--- src/hw/rtl/cbim_pkg.sv ---
// Shared definitions for the cartridge bank and IRQ mapper.
// Holds register codes, command codes, stream widths and word layouts.
// No dependencies.
package cbim_pkg;

  localparam int IN_TDATA_W  = 32;
  localparam int OUT_TDATA_W = 24;

  // Kinds of input word, carried on in_tuser.
  localparam logic CMD_WRITE = 1'b0;
  localparam logic CMD_TICK  = 1'b1;

  // Register numbers of a write word.
  localparam logic [3:0] REG_PRG      = 4'h8;
  localparam logic [3:0] REG_MIRROR   = 4'h9;
  localparam logic [3:0] REG_IRQ_CTRL = 4'hA;
  localparam logic [3:0] REG_LATCH_LO = 4'hB;
  localparam logic [3:0] REG_LATCH_HI = 4'hC;
  localparam logic [3:0] REG_EEPROM   = 4'hD;

  // Bits of the byte written to the EEPROM register.
  localparam int EE_CLK_BIT  = 5;
  localparam int EE_DATA_BIT = 6;
  localparam int EE_RDEN_BIT = 7;

  // Bit position of the strobe in the result word.
  localparam int OUT_STROBE_BIT = 15;

  // Fields of one input word (packed, last member in the lowest bits).
  typedef struct packed {
    logic [2:0]  query_slot;
    logic [15:0] cycles;
    logic [7:0]  write_data;
    logic [3:0]  reg_addr;
  } in_word_t;

  // Fields of one result word.
  typedef struct packed {
    logic       eeprom_data;
    logic       eeprom_clock;
    logic       eeprom_strobe;
    logic [7:0] char_bank;
    logic [1:0] mirror_mode;
    logic [3:0] program_bank;
    logic       irq_line;
  } out_word_t;

endpackage

--- src/hw/rtl/cartridge_bank_irq_mapper.sv ---
// Top level of the cartridge bank and IRQ mapper register block.
// Depends on cbim_pkg for register codes and the word layouts.
//
// Usage: every input word is either a register write (in_tuser low) or a
// timer tick (in_tuser high). Writes to registers 0-7 set the 8 character
// banks, 8 the program bank, 9 the mirroring mode, B and C the IRQ reload
// latch, A acknowledges the IRQ and reloads the counter, and D drives the
// serial EEPROM pins. A tick counts the 16-bit IRQ counter down by its
// cycles field while enabled, raising the IRQ as it reaches or passes zero.
//
// Every accepted input word yields exactly one result word that reports the
// IRQ line, the program bank, the mirroring mode, the character bank of the
// queried slot and the EEPROM pins, all as they stand after the word.
//
// The state update and the result are computed in the accept cycle and the
// result word is held in the output register. Throughput is one word per
// cycle, set by the single output register, which is reloaded in the same
// cycle its word is taken. When the receiver stalls, the output register
// holds its word and in_tready drops until it is taken.
//
// Reset (rst_n low, synchronous) clears all banks, the IRQ logic and the
// output valid flag, and leaves the EEPROM clock low and its data pin high.
module cartridge_bank_irq_mapper
  import cbim_pkg::*;
(
  input  logic                   clk,
  input  logic                   rst_n,
  input  logic                   in_tvalid,
  output logic                   in_tready,
  // [3:0] reg_addr, [11:4] write_data, [27:12] cycles, [30:28] query_slot
  input  logic [IN_TDATA_W-1:0]  in_tdata,
  // [0] cmd
  input  logic                   in_tuser,
  output logic                   out_tvalid,
  input  logic                   out_tready,
  // [0] irq_line, [4:1] program_bank, [6:5] mirror_mode, [14:7] char_bank,
  // [15] eeprom_strobe, [16] eeprom_clock, [17] eeprom_data
  output logic [OUT_TDATA_W-1:0] out_tdata
);

  in_word_t  in_word;
  out_word_t res;
  logic      accept;
  logic      is_write;
  logic      is_tick;

  logic [7:0]  char_banks_r [8];
  logic [7:0]  char_banks_nxt [8];
  logic [3:0]  prog_bank_r, prog_bank_nxt;
  logic [1:0]  mirror_r, mirror_nxt;
  logic [15:0] irq_reload_r, irq_reload_nxt;
  logic [15:0] irq_count_r, irq_count_nxt;
  logic        irq_enable_r, irq_enable_nxt;
  logic        irq_level_r, irq_level_nxt;
  logic        ee_clk_r, ee_clk_nxt;
  logic        ee_data_r, ee_data_nxt;
  logic        strobe;

  logic                   out_valid_r;
  logic [OUT_TDATA_W-1:0] out_data_r;

  assign in_word   = in_word_t'(in_tdata[$bits(in_word_t)-1:0]);
  assign in_tready = !out_valid_r || out_tready;
  assign accept    = in_tvalid && in_tready;
  assign is_write  = accept && (in_tuser == CMD_WRITE);
  assign is_tick   = accept && (in_tuser == CMD_TICK);

  // Register decode and IRQ counter, all in one pass.
  always_comb begin
    for (int i = 0; i < 8; i++) begin
      char_banks_nxt[i] = char_banks_r[i];
    end
    prog_bank_nxt  = prog_bank_r;
    mirror_nxt     = mirror_r;
    irq_reload_nxt = irq_reload_r;
    irq_count_nxt  = irq_count_r;
    irq_enable_nxt = irq_enable_r;
    irq_level_nxt  = irq_level_r;
    ee_clk_nxt     = ee_clk_r;
    ee_data_nxt    = ee_data_r;
    strobe         = 1'b0;

    if (is_write) begin
      if (!in_word.reg_addr[3]) begin
        char_banks_nxt[in_word.reg_addr[2:0]] = in_word.write_data;
      end else begin
        case (in_word.reg_addr)
          REG_PRG:      prog_bank_nxt = in_word.write_data[3:0];
          REG_MIRROR:   mirror_nxt = in_word.write_data[1:0];
          REG_IRQ_CTRL: begin
            // Acknowledge, reload, and fire at once when enabled with a zero reload value.
            irq_count_nxt  = irq_reload_r;
            irq_enable_nxt = in_word.write_data[0];
            irq_level_nxt  = in_word.write_data[0] && (irq_reload_r == 16'd0);
          end
          REG_LATCH_LO: irq_reload_nxt = {irq_reload_r[15:8], in_word.write_data};
          REG_LATCH_HI: irq_reload_nxt = {in_word.write_data, irq_reload_r[7:0]};
          REG_EEPROM:   begin
            ee_clk_nxt  = in_word.write_data[EE_CLK_BIT];
            // With read enable set the data pin is released and reads high.
            ee_data_nxt = in_word.write_data[EE_RDEN_BIT] ||
                          in_word.write_data[EE_DATA_BIT];
            strobe      = 1'b1;
          end
          default: ;
        endcase
      end
    end else if (is_tick && irq_enable_r) begin
      if (irq_count_r <= in_word.cycles) begin
        irq_level_nxt = 1'b1;
      end
      irq_count_nxt = irq_count_r - in_word.cycles;
    end
  end

  always_comb begin
    res.irq_line      = irq_level_nxt;
    res.program_bank  = prog_bank_nxt;
    res.mirror_mode   = mirror_nxt;
    res.char_bank     = char_banks_nxt[in_word.query_slot];
    res.eeprom_strobe = strobe;
    res.eeprom_clock  = ee_clk_nxt;
    res.eeprom_data   = ee_data_nxt;
  end

  always_ff @(posedge clk) begin
    if (!rst_n) begin
      for (int i = 0; i < 8; i++) begin
        char_banks_r[i] <= 8'd0;
      end
      prog_bank_r  <= 4'd0;
      mirror_r     <= 2'd0;
      irq_reload_r <= 16'd0;
      irq_count_r  <= 16'd0;
      irq_enable_r <= 1'b0;
      irq_level_r  <= 1'b0;
      ee_clk_r     <= 1'b0;
      ee_data_r    <= 1'b1;
      out_valid_r  <= 1'b0;
    end else begin
      for (int i = 0; i < 8; i++) begin
        char_banks_r[i] <= char_banks_nxt[i];
      end
      prog_bank_r  <= prog_bank_nxt;
      mirror_r     <= mirror_nxt;
      irq_reload_r <= irq_reload_nxt;
      irq_count_r  <= irq_count_nxt;
      irq_enable_r <= irq_enable_nxt;
      irq_level_r  <= irq_level_nxt;
      ee_clk_r     <= ee_clk_nxt;
      ee_data_r    <= ee_data_nxt;
      if (accept) begin
        out_valid_r <= 1'b1;
      end else if (out_tready) begin
        out_valid_r <= 1'b0;
      end
    end
  end

  // The result word itself needs no reset.
  always_ff @(posedge clk) begin
    if (accept) begin
      out_data_r <= {{(OUT_TDATA_W-$bits(out_word_t)){1'b0}}, res};
    end
  end

  assign out_tvalid = out_valid_r;
  assign out_tdata  = out_data_r;

  // An accepted word always leaves a result waiting in the next cycle.
  a_accept_gives_result: assert property (@(posedge clk) disable iff (!rst_n)
    accept |=> out_valid_r)
    else $error("accepted word produced no result");

  // The IRQ can only rise while the timer is enabled.
  a_irq_needs_enable: assert property (@(posedge clk) disable iff (!rst_n)
    $rose(irq_level_r) |-> irq_enable_r)
    else $error("IRQ raised while timer disabled");

  // The strobe is only reported for a write to the EEPROM register.
  a_strobe_source: assert property (@(posedge clk) disable iff (!rst_n)
    (accept && !(in_tuser == CMD_WRITE && in_word.reg_addr == REG_EEPROM))
      |=> !out_data_r[OUT_STROBE_BIT])
    else $error("EEPROM strobe without EEPROM write");

  // A tick while disabled leaves the counter untouched.
  a_disabled_tick_holds: assert property (@(posedge clk) disable iff (!rst_n)
    (is_tick && !irq_enable_r) |=> $stable(irq_count_r))
    else $error("counter moved while disabled");

endmodule

--- config.mk ---
export PLATFORM = sky130hd
export DESIGN_NAME = cartridge_bank_irq_mapper
export DESIGN_NICKNAME = d
export VERILOG_FILES = /design/src/hw/rtl/cbim_pkg.sv /design/src/hw/rtl/cartridge_bank_irq_mapper.sv
export SDC_FILE = /design/constraint.sdc
export NUM_CORES = 1
export LEC_CHECK = 0
export BUFFER_PORTS_ARGS = -buffer_cell sky130_fd_sc_hd__buf_2
export CAP_MARGIN = 20
export CORE_UTILIZATION = 62
export CTS_BUF_LIST = sky130_fd_sc_hd__clkbuf_4
export DETAILED_ROUTE_END_ITERATION = 10
export GPL_TIMING_DRIVEN = 0
export PLACE_DENSITY = 0.83
export SYNTH_ARGS = -nofsm -noshare
export SYNTH_HDL_FRONTEND = slang
export SYNTH_SLANG_ARGS = --single-unit
--- constraint.sdc ---
create_clock -name clk -period 3.31 [get_ports clk]
set_clock_uncertainty 0.2 [all_clocks]
set_input_delay 0.662 -clock clk [delete_from_list [all_inputs] [get_ports clk]]
set_output_delay 0.662 -clock clk [all_outputs]
set_load 0.03 [all_outputs]
==> summary.txt, run 1 <==
Synth unique cells: 71
Required @ worst endpoint: 3.61 ns
Average vias per placed instance: 6.17
Critical path class: reg -> reg
First-pass GRT wire length: 29100 um
Buffers inserted during post-CTS setup optimization: 0
Fraction of final layout cells with drive strength greater than 1: 16.1%
FP Rows: 37
Cells resized by post-CTS repair: 0
Static power due to leakage: 3.16 nW
Syn avg cell area: 9.01 sq um
Synth warn: 0
Actual transition at the worst max-transition pin: 0.936 ns
Average routed wire per standard cell: 18.5 um
Number of detailed-routing iterations run before antenna repair: 7
Number of DRC violations after detailed routing: 0
Crit Path Max Fanout: 3
Worst EP arrival: 3.29 ns
Die Area: 0.0114 sq mm
Share of synthesized area occupied by flip-flops and latches: 39.2%
Unrepaired setup endpoints after global routing: no
Maximum clock rate: 0.334 GHz
Fraction of post-synthesis cell area in the top cell type by area: 31.3%
H-tree depth: 4
Category of the worst setup path launch point: flip-flop
Pre-CTS setup slack: 0.0240 ns
Post-synth EDFFs: 18
1st-iter DRT viols: 528
CTS max path bufs: 2
Hold Violations, Final: 0
Internal reg-to-reg setup slack: 0.32 ns
Dominant synthesized flop cell: dfxtp_1
Final count of pins violating max slew: 0
IR Drop Worst-Case VDD: 0.262 mV
Synth async-reset ratio: 0%
DIE WIDTH: 107 um
Wirelength, routed: 18200 um
Count of nets left with antenna violations after detail routing: 0
Hold bufs inserted after CTS: 0
Via total after detailed routing: 6067
Fillers: 827
Flip-flop and latch count after synthesis: 125
TNS Setup: 0 ns
Pin count of the biggest net entering global routing: 19
Buffer cell driving the clock tree root: clkbuf_4
Growth of design area from synthesis to finish: 9.57%
Final critical-path setup slack: 0.318 ns
Vertical die dimension: 107 um
Worst-skew pair later-pin latency: 0.55 ns
Power per cell area: 379 mW/mm^2
Final-stage net count: 888
Number of primary I/O pins: 63
Gate count of the mapped netlist: 759
Result of the run: complete, no violations
Core area: 0.0105 sq mm
Final setup violation count: 0
TritonCTS clock tree: yes
Number of antenna repair diodes: 0
Fin crit period: 2.99 ns
Maxcap violations: 0
Port Buf Inserts: 51
Post-route clock period utilization: 90.4%
Total global routing overflow: 0
Initial standard-cell utilization of the core: 65.0%
Placed wire-length estimate: 13100 um
Routability-driven placement congestion ratio: 0.972
Kind of end point of the critical path: flip-flop
Worst min-delay path category: in -> reg
Number of global-route vias before repair: 5864
Sinks on Clock Net: 125
Initial antenna violation count: 1
Total clock buffers created by CTS: 17
Library cell occupying the most area in the post-synthesis netlist: dfxtp_1
Clock transition at the registers of the reported paths: 0.11 ns
Main area contributors after synthesis: dfxtp_1 (31%), edfxtp_1 (7.9%), mux2i_1 (7.8%)
Mapped cell area: 0.00684 sq mm
Relative slew margins: 37.6%
Total routing resource utilization after global routing: 33.3%
==> registers in the layout (all words and copies together) (netlist names) <==
register,flops
char_banks_r,64
out_tdata,18
irq_count_r,16
irq_reload_r,16
prog_bank_r,4
mirror_r,2
ee_clk_r,1
ee_data_r,1
irq_enable_r,1
irq_level_r,1
out_tvalid,1
==> kinds of logic (layout without fill, tap and decap cells) <==
kind of cell	count (synthesis)	after routing	share of synthesized area [%]
buffers and inverters	89	172	5.62
AO/OA/AOI/OAI	173	173	18.1
XOR/XNOR	12	12	1.54
AND/OR/NAND/NOR	276	276	22.3
flip-flops	125	125	39.2
multiplexers	66	66	9.90
adder cells (fa/ha/maj)	17	17	3.22
other	1	6	0.0549
==> metal layers <==
metal / track usage (%) / vias up / wire length (um)
met5: 0 / - / 13
met4: 12.3 / 2 / 456
met3: 10.7 / 51 / 1840
met2: 51.0 / 342 / 8140
met1: 43.8 / 2828 / 7720
li1: - / 2844 / -
==> cell usage after synthesis, types with 7 or more instances <==
master	number
nor2b_1	60
and3_1	7
a32oi_1	12
or3_1	7
o311ai_0	9
o211ai_1	11
xnor2_1	7
dfxtp_1	107
a21boi_0	27
buf_4	9
o22ai_1	9
edfxtp_1	18
buf_2	13
nand2_1	78
mux2_2	12
and2_1	19
mux2i_1	53
a21oi_1	24
nor3_1	12
clkbuf_1	34
inv_1	31
nand3_1	18
ha_1	16
o21ai_0	27
nor2_1	35
nand3b_1	9
==> cells in the final DEF (no fill, tap or decap), drive strengths merged, types with 12 or more instances in the layout <==
cell type,count
nand2,79
a21oi,24
a32oi,12
o21ai,27
nor2b,60
and2,19
nand3,18
mux2,13
buf,74
ha,16
a21boi,27
nor2,36
inv,32
edfxtp,18
mux2i,53
clkbuf,55
nor3,12
dfxtp,107
==> stage by stage <==
stage               util [%]  cell area, sq um  cells  power [mW]  hold slack [ns]
floorplan                  -              6850    764        1.88            0.241
global placement        69.3              7280    951        1.99            0.250
detailed placement      69.3              7280    951        2.00            0.266
CTS                     71.3              7490    983        2.83            0.156
global route            71.3              7490    983        2.94            0.174
finish                  71.3              7490    983        2.84            0.186
==> report_power, final <==
| group | switching (mW) | internal (mW) |
|---|---|---|
| clock | 0.553 | 0.311 |
| sequential | 0.00915 | 1.57 |
| combinational | 0.263 | 0.140 |
| total | 0.825 | 2.02 |
==> cell type report <==
cell class,instances,area [sq um],share of cell area (%)
plain buffers,57,264,3.52
well taps,136,170,2.27
clock inverters,11,52.6,0.702
repair buffers,51,255,3.41
clock buffers,21,158,2.10
inverters,32,120,1.60
multi-input cells,550,3790,50.6
flip-flops and latches,125,2680,35.8
==> path summary, 6_finish.rpt <==
check | start | endpoint | depth (start not counted)
worst min register to register | char_banks_r[1][2] | char_banks_r[1][2] | 2
worst min-delay path | in_tvalid | out_tvalid | 2
worst max register to register | irq_count_r[0] | irq_level_r | 10
worst max-delay path | irq_count_r[0] | irq_level_r | 10
==> critical path, cell delays in order (launching register included) <==
cell	delay [ns]
dfxtp_1	0.33
inv_1	0.05
ha_1	0.15
inv_1	0.06
fa_1	0.42
a211oi_1	0.44
o21bai_1	0.19
a211oi_1	0.42
o21ai_0	0.22
a31oi_1	0.29
and2_1	0.17
Note: power is estimated with default switching activity, not from simulation.
==> run 2, diff against run 1 <==
--- a/config.mk
+++ b/config.mk
@@ -11,6 +11,7 @@
 export CTS_BUF_LIST = sky130_fd_sc_hd__clkbuf_4
 export DETAILED_ROUTE_END_ITERATION = 10
 export GPL_TIMING_DRIVEN = 0
+export MAX_ROUTING_LAYER = met4
 export PLACE_DENSITY = 0.83
 export SYNTH_ARGS = -nofsm -noshare
 export SYNTH_HDL_FRONTEND = slang
==> constraint.sdc (replaced) <==
create_clock -name clk -period 3.8 [get_ports clk]
set_clock_uncertainty 0.2 [all_clocks]
set_input_delay 0.76 -clock clk [delete_from_list [all_inputs] [get_ports clk]]
set_output_delay 0.76 -clock clk [all_outputs]
set_load 0.03 [all_outputs]
==> run 2 against run 1 <==
Worst hold slack better by 0.086 ns. Die area stayed put. Via count is 0.99% lower.
==> summary.txt, run 2 (same netlist as run 1, synthesis figures left out) <==
Core area: 0.0105 sq mm
Growth of design area from synthesis to finish: 11.1%
Number of primary I/O pins: 63
Crit Path Max Fanout: 3
Total routing resource utilization after global routing: 33.9%
TritonCTS clock tree: yes
Number of detailed-routing iterations run before antenna repair: 6
DIE WIDTH: 107 um
Switch Pwr: 737 uW
IR Drop Worst-Case VDD: 0.339 mV
Cell with the largest stage delay on the worst path: a211oi_1
Total clock buffers created by CTS: 17
Placed Instances: 951
Actual transition at the worst max-transition pin: 0.954 ns
Number of global-route vias before repair: 5728
Number of DRC violations after detailed routing: 0
Worst slack on hold paths: 0.272 ns
Maximum clock rate: 0.335 GHz
Initial antenna violation count: 0
Delay-heaviest family, CP: compound AO/OA/AOI/OAI gates
1st-iter DRT viols: 505
CTS max path bufs: 2
Worst min-delay path category: reg -> reg
FP Rows: 37
Startpoint of the worst-slack reg-to-reg timing path: irq_count_r[0]
Worst EP arrival: 3.28 ns
Average routed wire per standard cell: 18.3 um
Switching power share of the total: 26.9%
Category of the worst setup path launch point: flip-flop
Part of the power in the clock network: 37.2%
Fin util: 72.2%
Hold bufs inserted after CTS: 0
Buffer cell driving the clock tree root: clkbuf_4
Final-stage net count: 888
Startpoint of the tightest hold check path: char_banks_r[1][8]
Register containing the most flip-flops in the final layout: char_banks_r
Routability-driven placement congestion ratio: 0.959
Sum of internal, switching and leakage power: 2.74 mW
Pre-CTS setup slack: 0.388 ns
Kind of end point of the critical path: flip-flop
Count of nets left with antenna violations after detail routing: 0
First-pass GRT wire length: 28800 um
Fillers: 799
Final count of pins violating max slew: 0
Cells resized by post-CTS repair: 0
Unrepaired setup endpoints after global routing: no
Crit path cell chain: inv_1 -> ha_1 -> inv_1 -> fa_1 -> a211oi_1 -> o21bai_1 -> a211oi_1 -> o21ai_0 -> a31oi_1 -> and2_1
Hold Crit Depth: 2
Power per cell area: 361 mW/mm^2
Maximum single-stage delay on the critical path: 0.43 ns
Flip-flop count of the largest register, all copies and words added: 64
H-tree depth: 4
Instance area after placement: 0.00728 sq mm
Number of buffer and inverter stages on the critical path: 2
Final critical-path setup slack: 0.812 ns
Terminating pin of the worst hold path: char_banks_r[1][8]
Commonest non-fill, non-tap cell in the layout: dfxtp_1
Worst-skew pair later-pin latency: 0.55 ns
Post-route clock period utilization: 78.6%
Launching instance or port of the critical path: irq_count_r[0]
Maxcap violations: 0
Relative slew margins: 36.4%
Wirelength, routed: 18000 um
Multi-input combinational cell area: 0.00379 sq mm
Via total after detailed routing: 6007
Capture point of the worst reg-to-reg path: irq_level_r
Combinational group share of total power: 12.8%
Final setup violation count: 0
Port Buf Inserts: 51
Pin count of the biggest net entering global routing: 19
Most used cells in the layout excluding fill and tap cells: dfxtp_1 (107), nand2_1 (78), buf_2 (64)
Critical path class: reg -> reg
Non-Filler Cell Area, Final: 0.00759 sq mm
Clock transition at the registers of the reported paths: 0.11 ns
Static power due to leakage: 3.20 nW
Vertical die dimension: 107 um
Average vias per placed instance: 6.10
Fin crit period: 2.99 ns
Die Area: 0.0114 sq mm
Buffers inserted during post-CTS setup optimization: 0
Post-route insts no fill: 984
Cell-internal power: 2.00 mW
Result of the run: complete, no violations
Sinks on Clock Net: 125
Cells on worst reg2reg path: 10
Placed wire-length estimate: 13100 um
Hold Violations, Final: 0
Required @ worst endpoint: 4.10 ns
Share of power burned in registers: 50.0%
Total global routing overflow: 0
Internal reg-to-reg setup slack: 0.81 ns
Register area: 0.00268 sq mm
Initial standard-cell utilization of the core: 65.0%
Fraction of final layout cells with drive strength greater than 1: 16.2%
TNS Setup: 0 ns
==> run 2: layout make-up <==
| type | instances | area share [%] |
|---|---|---|
| antenna | 1 | 0.0330 |
| buffer | 57 | 3.48 |
| clock buffer | 18 | 1.78 |
| clock inverter | 14 | 2.31 |
| inverter | 32 | 1.58 |
| multi-input combinational | 550 | 49.9 |
| sequential | 125 | 35.3 |
| tap | 136 | 2.24 |
| timing repair buffer | 51 | 3.36 |
==> run 2: worst max path at each step <==
stage | cells after the start | to | slack, ns
3_5_place_dp | 10 | irq_level_r | 0.39
6_report | 10 | irq_level_r | 0.81
4_1_cts | 10 | irq_level_r | 0.84
3_3_place_gp | 10 | irq_level_r | 0.47
5_1_grt | 10 | irq_level_r | 0.56
2_1_floorplan | 8 | irq_count_r[12] | 1.04
==> run 2: worst register-to-register path: stages (launching register included) <==
cell      delay [ns]
dfxtp_1         0.33
inv_1           0.05
ha_1            0.15
inv_1           0.06
fa_1            0.41
a211oi_1        0.43
o21bai_1        0.19
a211oi_1        0.40
o21ai_0         0.22
a31oi_1         0.31
and2_1          0.17
==> run 2: layer usage <==
metal  track usage, %  share of wire, %
met4             11.0               2.1
met5                -                 0
met2             53.4                46
met3             7.72               8.1
met1             43.3                44
==> run 2: power by group through the flow <==
stage	clock, mW	combinational [mW]	sequential (mW)
after CTS	1.02	0.344	1.37
after global routing	1.08	0.376	1.37
final	1.02	0.350	1.37
after detailed placement	0	0.342	1.40
after global placement	0	0.334	1.40
after floorplan	0	0.210	1.43
